[src/hw/rtl/bpa_bit_find.sv]
module bpa_bit_find #(
   parameter int WIDTH = 32
) (
   input  logic [WIDTH-1:0]         word,
   input  logic [WIDTH-1:0]         mask,
   output logic                     found,
   output logic [$clog2(WIDTH)-1:0] index
);

   localparam int IW = $clog2(WIDTH);

   logic [WIDTH-1:0] cand;

   // lowest clear bit among the enabled ones
   assign cand = ~word & mask;

   always_comb begin
      found = 1'b0;
      index = '0;
      for (int i = WIDTH - 1; i >= 0; i--) begin
         if (cand[i]) begin
            found = 1'b1;
            index = IW'(i);
         end
      end
   end

endmodule

[config.mk]
export PLATFORM = sky130hd
export DESIGN_NAME = bpa_bit_find
export DESIGN_NICKNAME = d
export VERILOG_FILES = /design/src/hw/rtl/bpa_bit_find.sv
export SDC_FILE = /design/constraint.sdc
export NUM_CORES = 1
export LEC_CHECK = 0
export BUFFER_PORTS_ARGS = -buffer_cell sky130_fd_sc_hd__buf_2
export CAP_MARGIN = 10
export CORE_MARGIN = 5
export CORE_UTILIZATION = 37
export DETAILED_ROUTE_END_ITERATION = 8
export PLACE_DENSITY = 0.88
export SLEW_MARGIN = 10
export SYNTH_ARGS = -nofsm -noshare
export SYNTH_HDL_FRONTEND = slang
export SYNTH_SLANG_ARGS = --single-unit
[constraint.sdc]
create_clock -name vclk -period 1.3
set_input_delay 0.195 -clock vclk [all_inputs]
set_output_delay 0.195 -clock vclk [all_outputs]
set_load 0.005 [all_outputs]
# Yosys cells after proc, flatten, opt, wreduce, memory -nomap -nowiden
# Cells that the tools add are included.
[word_totals]
ff_bits = 0
out_inout_bits = 6
word_cells = 66
[classes]
n_bitwise = 2
mux = 64
[ops]
columns = ["op", "n"]
rows = [
  ["$mux W5", 32],
  ["$and A32 B32 Y32", 1],
  ["$mux W1", 32],
  ["$not A32 Y32", 1],
]

# Depth between registers and ports, before layout
# Gate-level depths: netlist of the first run.
[depth]
depth_word = 34
ltp_mapped = 5
ltp_nobuf = 5

# Worst setup path before layout of the first run
# No wires, ideal clock.
[synth_timing]
path_kind = "input to output"
startpoint = "in mask[29]"
endpoint = "out found"
t_required_ps = 1105
path_slack_ps = 88
arrival_ps = 1017
cell_stages = 5
cell_sequence = "nor2b_4 > nor4_4 > nand3b_1 > nor3_2 > nand3b_1"
[synth_via]
elab_chain_len = 31
[synth_rtl]
columns = ["item", "line", "rtl"]
rows = [
  ["start: declaration", "5", "input logic [WIDTH-1:0] mask,"],
  ["$and A32 B32 Y32", "15", "assign cand = ~word & mask;"],
  ["$mux W1 (30 in series)", "21", "if (cand[i]) begin"],
  ["end: declaration", "6", "output logic found,"],
]
# Every way passes these cells.

# Worst setup path after layout of the first run
[layout_timing]
startpoint = "in word[31]"
endpoint = "out index[1]"
[layout_via]
elab_chain_len = 34
[layout_rtl]
columns = ["item", "line", "rtl"]
rows = [
  ["start: declaration", "4", "input logic [WIDTH-1:0] word,"],
  ["$not A32 Y32", "15", ""],
  ["$and A32 B32 Y32", "15", ""],
  ["$mux W5 (32 in series)", "21", ""],
  ["end: declaration", "7", "output logic [$clog2(WIDTH)-1:0] index"],
]
# Every way passes these cells.

==> results of run 1 <==
-- cell families after synthesis --
family / Yosys count / share of synthesized area [%]
and+or+nand+nor: 70 / 71.7
buffers and inverters: 5 / 2.79
AOI/OAI and AO/OA: 25 / 25.5
-- through the flow --
step	utilization, %	setup slack, ps	hold slack, ps	area, µm²	instances
floorplan	-	88.2	586	673	100
CTS	69.3	-180	835	1200	208
finish	70.0	-183	836	1210	208
global placement	65.9	-165	830	1140	206
global route	70.0	-277	866	1210	208
detailed placement	65.9	-237	821	1140	206
-- power groups by stage --
stage	Sequential [µW]	Clock, µW	Combinational, µW
CTS	0	0	377
floorplan	0	0	180
global placement	0	0	341
finish	0	0	384
detailed placement	0	0	354
global route	0	0	424
-- timing repair --
item	4_1_cts	5_1_grt
setup buffers	2	0
setup endpoints to repair	6	6
gates resized for setup	8	3
pin swaps	7	2
gates cloned	0	0
-- cells in the final DEF (no fill, tap or decap), drive strengths merged, types with 5 or more instances in the layout --
| cell type | instances |
|---|---|
| nand4 | 5 |
| o21ai | 5 |
| nor2b | 17 |
| inv | 5 |
| nand2 | 8 |
| nor2 | 7 |
| buf | 83 |
| nand2b | 15 |
-- worst paths after layout --
check	startpoint	to	slack [ps]	depth (start not counted)
hold / removal	mask[9]	index[1]	840	5
setup / recovery	word[31]	index[1]	-180	7
-- area by class of cell --
cell class | count | area, µm² | area share (%)
timing repair buffer | 83 | 489 | 40.5
multi-input combinational | 95 | 669 | 55.4
tap | 25 | 31.3 | 2.59
inverter | 5 | 18.8 | 1.55
-- routing by layer --
metal / wire length (µm) / vias to the layer above / track usage, %
met4: 89 / 0 / 5.96
met3: 229 / 8 / 1.14
li1: - / 529 / -
met1: 918 / 476 / 22.2
met2: 1410 / 61 / 37.8
met5: 0 / - / 0
-- critical path, delay by kind of cell --
kind / cells / cell delay, ps
AND/OR/NAND/NOR: 2 / 200
AO/OA/AOI/OAI: 3 / 630
buffers and inverters: 2 / 260
==> run metrics, run 1 <==
Hold Crit Class primary input to output port; Initial Utilization 39.0%; failing checks negative setup slack; CLK BUF 0; Post-Syn Area 673 µm²; register area share after synthesis 0%; DRC Markers 0; vias in the first global route 1,107; Post-DP HPWL 2310 µm; Synth cell types 34; I/O Pins 70; total negative slack -923 ps; first-pass GRT wire length 4320 µm; syn avg cell area 6.73 µm²; Power, Total 384 µW; status finished, violations left; Max rail drop VDD 0.000173 V; max_cap viols 0; Worst setup EP type output port; DIE HEIGHT 52.7 µm; crit path DAT 1290 ps; fillers 177; Crit path required time 1110 ps; PwrDens 318 nW/µm²; Psw 163 µW; fin. max-slew vios 0; share of Yosys cell area claimed by the top area cell type 13.0%; max incr delay on CP 300 ps; diodes inserted 0; floorplan row count 15; die extent in x 52.7 µm; layout cells sized above 1 55.2%; critical path class primary input to output port; Sw Share 42.5%; Post-Route WL 2650 µm; Final min period 1480 ps; Int Pwr 221 µW; sequential share of power 0%; GP Congestion 0.770; syn_nets 164; FF+latch area 0 µm²; Detail Route Antenna Nets 0; Die Area 2770 µm²; leakage 0.000623 µW; unrepaired setup endpoints after global routing yes; Post-CTS Hold Buffers 0; Initial DRC Count 22; CORE AREA 1730 µm²; Clock Power Share 0%; initial antenna violation count 0; pin count of the biggest net entering global routing 5; Seq Cell Count 0; Slew HR 79.2%; grt ovf 0; Peak Freq 674 MHz; cells along the critical path buf_6, nor2b_4, nor2_1, o311ai_1, a21oi_1, o31ai_1, buf_2; synth cell count leaders nand2b_1 (14), nor2b_1 (12), nand2_1 (8); First-pass DRT Iterations 4; Logic pwr share 100.0%; synth-to-layout area growth 79.6%; Yosys Warn Count 0; dominant cell type by area after synthesis nand2b_1; GR Util All Layers 19.5%; Slew @ Worst Pin 311 ps; Setup violations, final 6; vias 1,074; most frequent cell after synthesis nand2b_1; critical path peak fanout 3; setup ws final -183 ps; Mapped Cells 100; Nets 249; final worst path period share 114%; vias per inst 5.16; Startpoint Class primary input; drt wl/cell 12.7 µm; Final Hold Viols 0; largest cells by area after synthesis nand2b_1 (13%), nor2b_1 (11%), nor2b_4 (10%); I/O Buffers 70; slowest CP cell o311ai_1
Power figures use the tool's default switching activity.
==> inputs of run 2 (changes only) <==
--- a/config.mk
+++ b/config.mk
@@ -5,12 +5,13 @@
 export SDC_FILE = /design/constraint.sdc
 export NUM_CORES = 1
 export LEC_CHECK = 0
+export ABC_AREA = 1
 export BUFFER_PORTS_ARGS = -buffer_cell sky130_fd_sc_hd__buf_2
-export CAP_MARGIN = 10
+export CAP_MARGIN = 20
 export CORE_MARGIN = 5
-export CORE_UTILIZATION = 37
+export CORE_UTILIZATION = 42
 export DETAILED_ROUTE_END_ITERATION = 8
-export PLACE_DENSITY = 0.88
+export PLACE_DENSITY = 0.95
 export SLEW_MARGIN = 10
 export SYNTH_ARGS = -nofsm -noshare
 export SYNTH_HDL_FRONTEND = slang
==> constraint.sdc (replaced) <==
create_clock -name vclk -period 1.8
set_input_delay 0.27 -clock vclk [all_inputs]
set_output_delay 0.27 -clock vclk [all_outputs]
set_load 0.005 [all_outputs]
==> run 2 against run 1 <==
Compared with the run above: the flow still finishes with violations (negative setup slack); sequential cell count unchanged; power down 30%; first-iteration DRC count down 86%; cell count up 14%; largest cell class unchanged; highest routed layer is now met3.
==> run metrics, run 2 <==
status finished, violations left; failing checks negative setup slack; Mapped Cells 145 (+45%); Post-Route WL 1890 µm (-29%); Final Hold Viols 0 (unchanged); DIE HEIGHT 51.5 µm (-2.2%); Adder-Cell Fraction of Synth Area 0% (unchanged); final worst path period share 126%; Synth Area in Compound Gates 8.13% (-17 points); Buffers & Inverters on Critical Path 2 (unchanged); Final min period 2270 ps; Initial DRC Count 3 (-86%); area of the multi-input gates 607 µm² (-9.3%); post-route cell area 1170 µm² (-3.4%); synth cell count leaders nand2_1 (51), inv_1 (24), nor2_1 (19); DRC Markers 0 (unchanged); DP Area 1130 µm² (-0.44%); simple-gate portion of the synthesized area 72.8% (+1.1 points); unrepaired setup endpoints after global routing yes; vias per inst 4.30 (-17%); I/O Pins 70 (unchanged); commonest non-fill, non-tap cell in the layout buf_2; Nets 286 (+15%); largest cells by area after synthesis nand2_1 (26%), nand2_4 (19%), nand2_2 (15%); FF+latch area 0 µm² (unchanged); GR Util All Layers 13.5% (-6.0 points); Yosys Warn Count 0 (unchanged); slowest CP cell buf_2; Slew HR 79.4% (+0.17 points); most frequent cell after synthesis nand2_1; Peak Freq 440 MHz; drt wl/cell 7.98 µm (-37%); largest family of logic cells by synthesized area simple AND/OR/NAND/NOR gates; Seq Cell Count 0 (unchanged); syn avg cell area 4.99 µm² (-26%); register area share after synthesis 0% (unchanged); total negative slack -675 ps (+249 ps); Setup violations, final 2 (-4); layout cells sized above 1 54.1% (-1.1 points); Post-DP HPWL 1780 µm (-23%); post-synthesis mux area share 0% (unchanged); setup ws final -472 ps (-288 ps); max incr delay on CP 120 ps (-180 ps); Synth cell types 18 (-47%); synth-to-layout area growth 61.4%; CLK BUF 0 (unchanged); pin count of the biggest net entering global routing 4 (-1); Detail Route Antenna Nets 0 (unchanged); vias in the first global route 867 (-22%); Hold Crit Class primary input to output port; Crit path max-delay family simple AND/OR/NAND/NOR gates; critical path depth in cells 33 (+26); CORE AREA 1690 µm² (-2.2%); Die Area 2650 µm² (-4.4%); initial antenna violation count 0 (unchanged); most frequent CP cell nand2_1; dominant cell type by area after synthesis nand2_1; grt ovf 0 (unchanged); fillers 162 (-8.5%); Hold Crit Depth 4 (-1); PwrDens 230 nW/µm² (-28%); Cell Count, Final, Fillers Out 237 (+14%); critical path class primary input to output port; syn_nets 209 (+27%); floorplan row count 15 (unchanged); die extent in x 51.5 µm (-2.2%); Crit path required time 1530 ps (+420 ps); XOR/XNOR Fraction of Synth Area 0% (unchanged); leakage 0.000843 µW (+35%); vias 1,020 (-5.0%); critical path peak fanout 2 (-1); Slew @ Worst Pin 308 ps (-3.31 ps); crit path DAT 2000 ps (+710 ps); First-pass DRT Iterations 4 (unchanged); max_cap viols 0 (unchanged); share of Yosys cell area claimed by the top area cell type 26.5% (+13 points); Max rail drop VDD 0.000119 V (-31%); Initial Utilization 42.8% (+3.8 points); diodes inserted 0 (unchanged); fin. max-slew vios 0 (unchanged); Post-Syn Area 723 µm² (+7.4%); first-pass GRT wire length 3020 µm (-30%); most frequent cells in the layout buf_2 (68), nand2_1 (50), inv_1 (22); Worst setup EP type output port; dpl cells 237 (+15%); GP Congestion 0.685 (-11%); Startpoint Class primary input; I/O Buffers 70 (unchanged)
-- run 2: cells by family (layout without fill, tap and decap cells) --
family	after synthesis	after routing
compound gates	9	9
buf+inv	33	108
simple gates	103	103
-- run 2: repair_timing --
action / in CTS / in global routing
pin swaps: 7 / 3
setup endpoints to repair: 2 / 3
hold endpoints to repair: 0 / 0
gates resized for setup: 5 / 6
hold buffers: 0 / 0
buffers inserted: 0 / 0
-- run 2: tightest hold or removal path, delay by kind of cell --
kind	cells	cell delay, ps
simple gates	1	50
buf+inv	2	200
compound gates	1	80
-- run 2: worst paths after layout --
check	to	slack, ps	from
setup / recovery	index[0]	-470	word[31]
hold / removal	index[0]	860	word[0]
-- run 2: layer usage --
metal,global-route usage [%],share of wire [%],vias to the layer above
met4,0,0,0
li1,-,-,571
met3,0.860,9.7,0
met1,15.3,37,412
met2,28.6,53,37
met5,0,0,-
-- run 2: per-stage QoR --
stage | util (%) | setup WS (ps) | total power [µW] | hold slack, ps
after floorplan | - | -179 | 144 | 670
after global placement | 67.0 | -493 | 251 | 862
after detailed placement | 67.0 | -509 | 258 | 868
after CTS | 67.9 | -498 | 263 | 869
after global routing | 69.1 | -745 | 305 | 897
final | 69.1 | -472 | 269 | 864
-- run 2: power by group --
| group | switching (µW) | internal, µW | leakage (µW) |
|---|---|---|---|
| logic | 136 | 133 | 0.000843 |
| registers | 0 | 0 | 0 |
| clock network | 0 | 0 | 0 |
-- run 2: layout make-up --
type / count / area share [%]
inverter: 33 / 11.3
multi-input combinational: 112 / 52.0
timing repair buffer: 75 / 34.9
tap: 17 / 1.82
==> inputs of run 3 (changes only) <==
--- a/config.mk
+++ b/config.mk
@@ -6,12 +6,13 @@
 export NUM_CORES = 1
 export LEC_CHECK = 0
 export ABC_AREA = 1
-export BUFFER_PORTS_ARGS = -buffer_cell sky130_fd_sc_hd__buf_2
+export BUFFER_PORTS_ARGS = -buffer_cell sky130_fd_sc_hd__buf_4
 export CAP_MARGIN = 20
 export CORE_MARGIN = 5
 export CORE_UTILIZATION = 42
 export DETAILED_ROUTE_END_ITERATION = 8
 export PLACE_DENSITY = 0.95
+export SETUP_SLACK_MARGIN = 0.4
 export SLEW_MARGIN = 10
 export SYNTH_ARGS = -nofsm -noshare
 export SYNTH_HDL_FRONTEND = slang
==> run 3 against run 2 <==
Compared with the run above: the run still ends with negative setup slack left; highest routed layer is now met4; sequential cell count unchanged; setup slack lost 84 ps; wire length is 29% higher; clock-buffer cell count unchanged; power up 23%; core utilization rose by 13 points; critical path depth is the same; global-route usage grew 6.1 points; die area is the same; non-clock buffer count rose by 3; largest cell class unchanged; worst hold slack gained 2.3 ps.
==> run metrics, run 3 (synthesis results as in run 2) <==
max_cap viols 0 (unchanged); DRC Markers 0 (unchanged); layout cells sized above 1 57.4% (+3.3 points); DIE HEIGHT 51.5 µm (unchanged); dpl cells 240 (+1.3%); leakage 0.000923 µW (+9.5%); crit path DAT 2090 ps (+90 ps); most frequent CP cell nand2_1; floorplan row count 15 (unchanged); status finished, violations left; Slew @ Worst Pin 191 ps (-117 ps); Startpoint Class primary input; fin. max-slew vios 0 (unchanged); Post-Route WL 2440 µm (+29%); Post-CTS Hold Buffers 0 (unchanged); Max rail drop VDD 0.000128 V (+7.5%); critical path class primary input to output port; slowest CP cell buf_4; Int Pwr 185 µW (+39%); PwrDens 239 nW/µm² (+3.9%); unrepaired setup endpoints after global routing yes; Post-DP HPWL 2170 µm (+22%); sequential share of power 0% (unchanged); Psw 145 µW (+7.1%); initial antenna violation count 0 (unchanged); DP Area 1330 µm² (+17%); post-route cell area 1380 µm² (+18%); vias in the first global route 1,089 (+26%); commonest non-fill, non-tap cell in the layout buf_4; die extent in x 51.5 µm (unchanged); Min Hold Slack 866 ps (+2.26 ps); metal2 WL 1490 µm (+48%); Hold Crit Class primary input to output port; Die Area 2650 µm² (unchanged); wl on met1 720 µm (+2.4%); Cell Count, Final, Fillers Out 240 (+1.3%); diodes inserted 0 (unchanged); vias 1,103 (+8.1%); FF+latch area 0 µm² (unchanged); vias per inst 4.60 (+6.8%); Nets 289 (+1.0%); Slew HR 87.2% (+7.8 points); Peak Freq 424 MHz (-3.6%); Clock Power Share 0% (unchanged); max incr delay on CP 110 ps (about the same); drt wl/cell 10.2 µm (+27%); critical path peak fanout 2 (unchanged); met3 wire len 178 µm (-2.7%); final worst path period share 131% (+4.7 points); Seq Cell Count 0 (unchanged); Sw Share 44.0% (-6.5 points); Detail Route Antenna Nets 0 (unchanged); I/O Buffers 70 (unchanged); pin count of the biggest net entering global routing 4 (unchanged); grt ovf 0 (unchanged); CORE AREA 1690 µm² (unchanged); Worst setup EP type output port; first-pass GRT wire length 4220 µm (+40%); setup ws final -556 ps (-84.4 ps); First-pass DRT Iterations 4 (unchanged); Initial DRC Count 4 (+1); I/O Pins 70 (unchanged); Setup violations, final 2 (unchanged); GP Congestion 0.679 (-0.88%); uppermost routed layer met4; CLK BUF 0 (unchanged); GR Util All Layers 19.6% (+6.1 points); synth-to-layout area growth 91.2%; Logic pwr share 100.0% (about the same); Initial Utilization 42.8% (unchanged); failing checks negative setup slack; most frequent cells in the layout buf_4 (75), nand2_1 (48), inv_1 (22); Crit path required time 1530 ps (about the same); Final Hold Viols 0 (unchanged); Final min period 2360 ps (+84.4 ps)
## run 3: cell count changes in the layout (fill, tap and decap cells not counted), moves of 2 or more
cell and delta:
nor2_1 -5, nand2_2 +3, buf_2 -68, nor2_4 +3, buf_6 -2, nand2_1 -2, nor2_2 +2, buf_4 +72
## run 3: layout make-up
cell class | instances | area [µm²]
inverters | 33 | 140
repair buffers | 78 | 601
multi-input cells | 112 | 621
fillers | 123 | 307
well taps | 17 | 21.3
## run 3: final timing paths
check / cells after the start / slack (ps) / startpoint / to
setup / recovery: 33 / -560 / word[31] / index[0]
hold / removal: 4 / 870 / word[0] / index[0]
## run 3: timing repair
action,in CTS,in global routing
setup buffers,0,0
resized for setup,12,5
pin swaps,4,2
endpoints found under the setup margin,6,6
## run 3: per-layer routing
layer / vias up / global-route usage, %
li1: 579 / -
met1: 477 / 18.2
met2: 41 / 43.2
met3: 6 / 2.01
met4: 0 / 4.80
met5: - / 0
## run 3: power groups by stage
| stage | clock network, µW | registers (µW) | logic (µW) |
|---|---|---|---|
| 2_1_floorplan | 0 | 0 | 144 |
| 3_3_place_gp | 0 | 0 | 301 |
| 3_5_place_dp | 0 | 0 | 313 |
| 4_1_cts | 0 | 0 | 325 |
| 5_1_grt | 0 | 0 | 370 |
| 6_report | 0 | 0 | 330 |
## run 3: worst max-delay path, delay by kind of cell
family | cells | cell delay [ps]
and+or+nand+nor | 30 | 1500
buffers and inverters | 2 | 210
AOI/OAI and AO/OA | 1 | 100
## run 3: per-stage QoR
step	utilization (%)	power (µW)	TNS, ps	setup slack (ps)
floorplan	-	144	-161	-161
global placement	78.7	301	-823	-501
detailed placement	78.7	313	-974	-605
CTS	80.9	325	-945	-573
global route	81.9	370	-1590	-862
finish	81.9	330	-934	-556
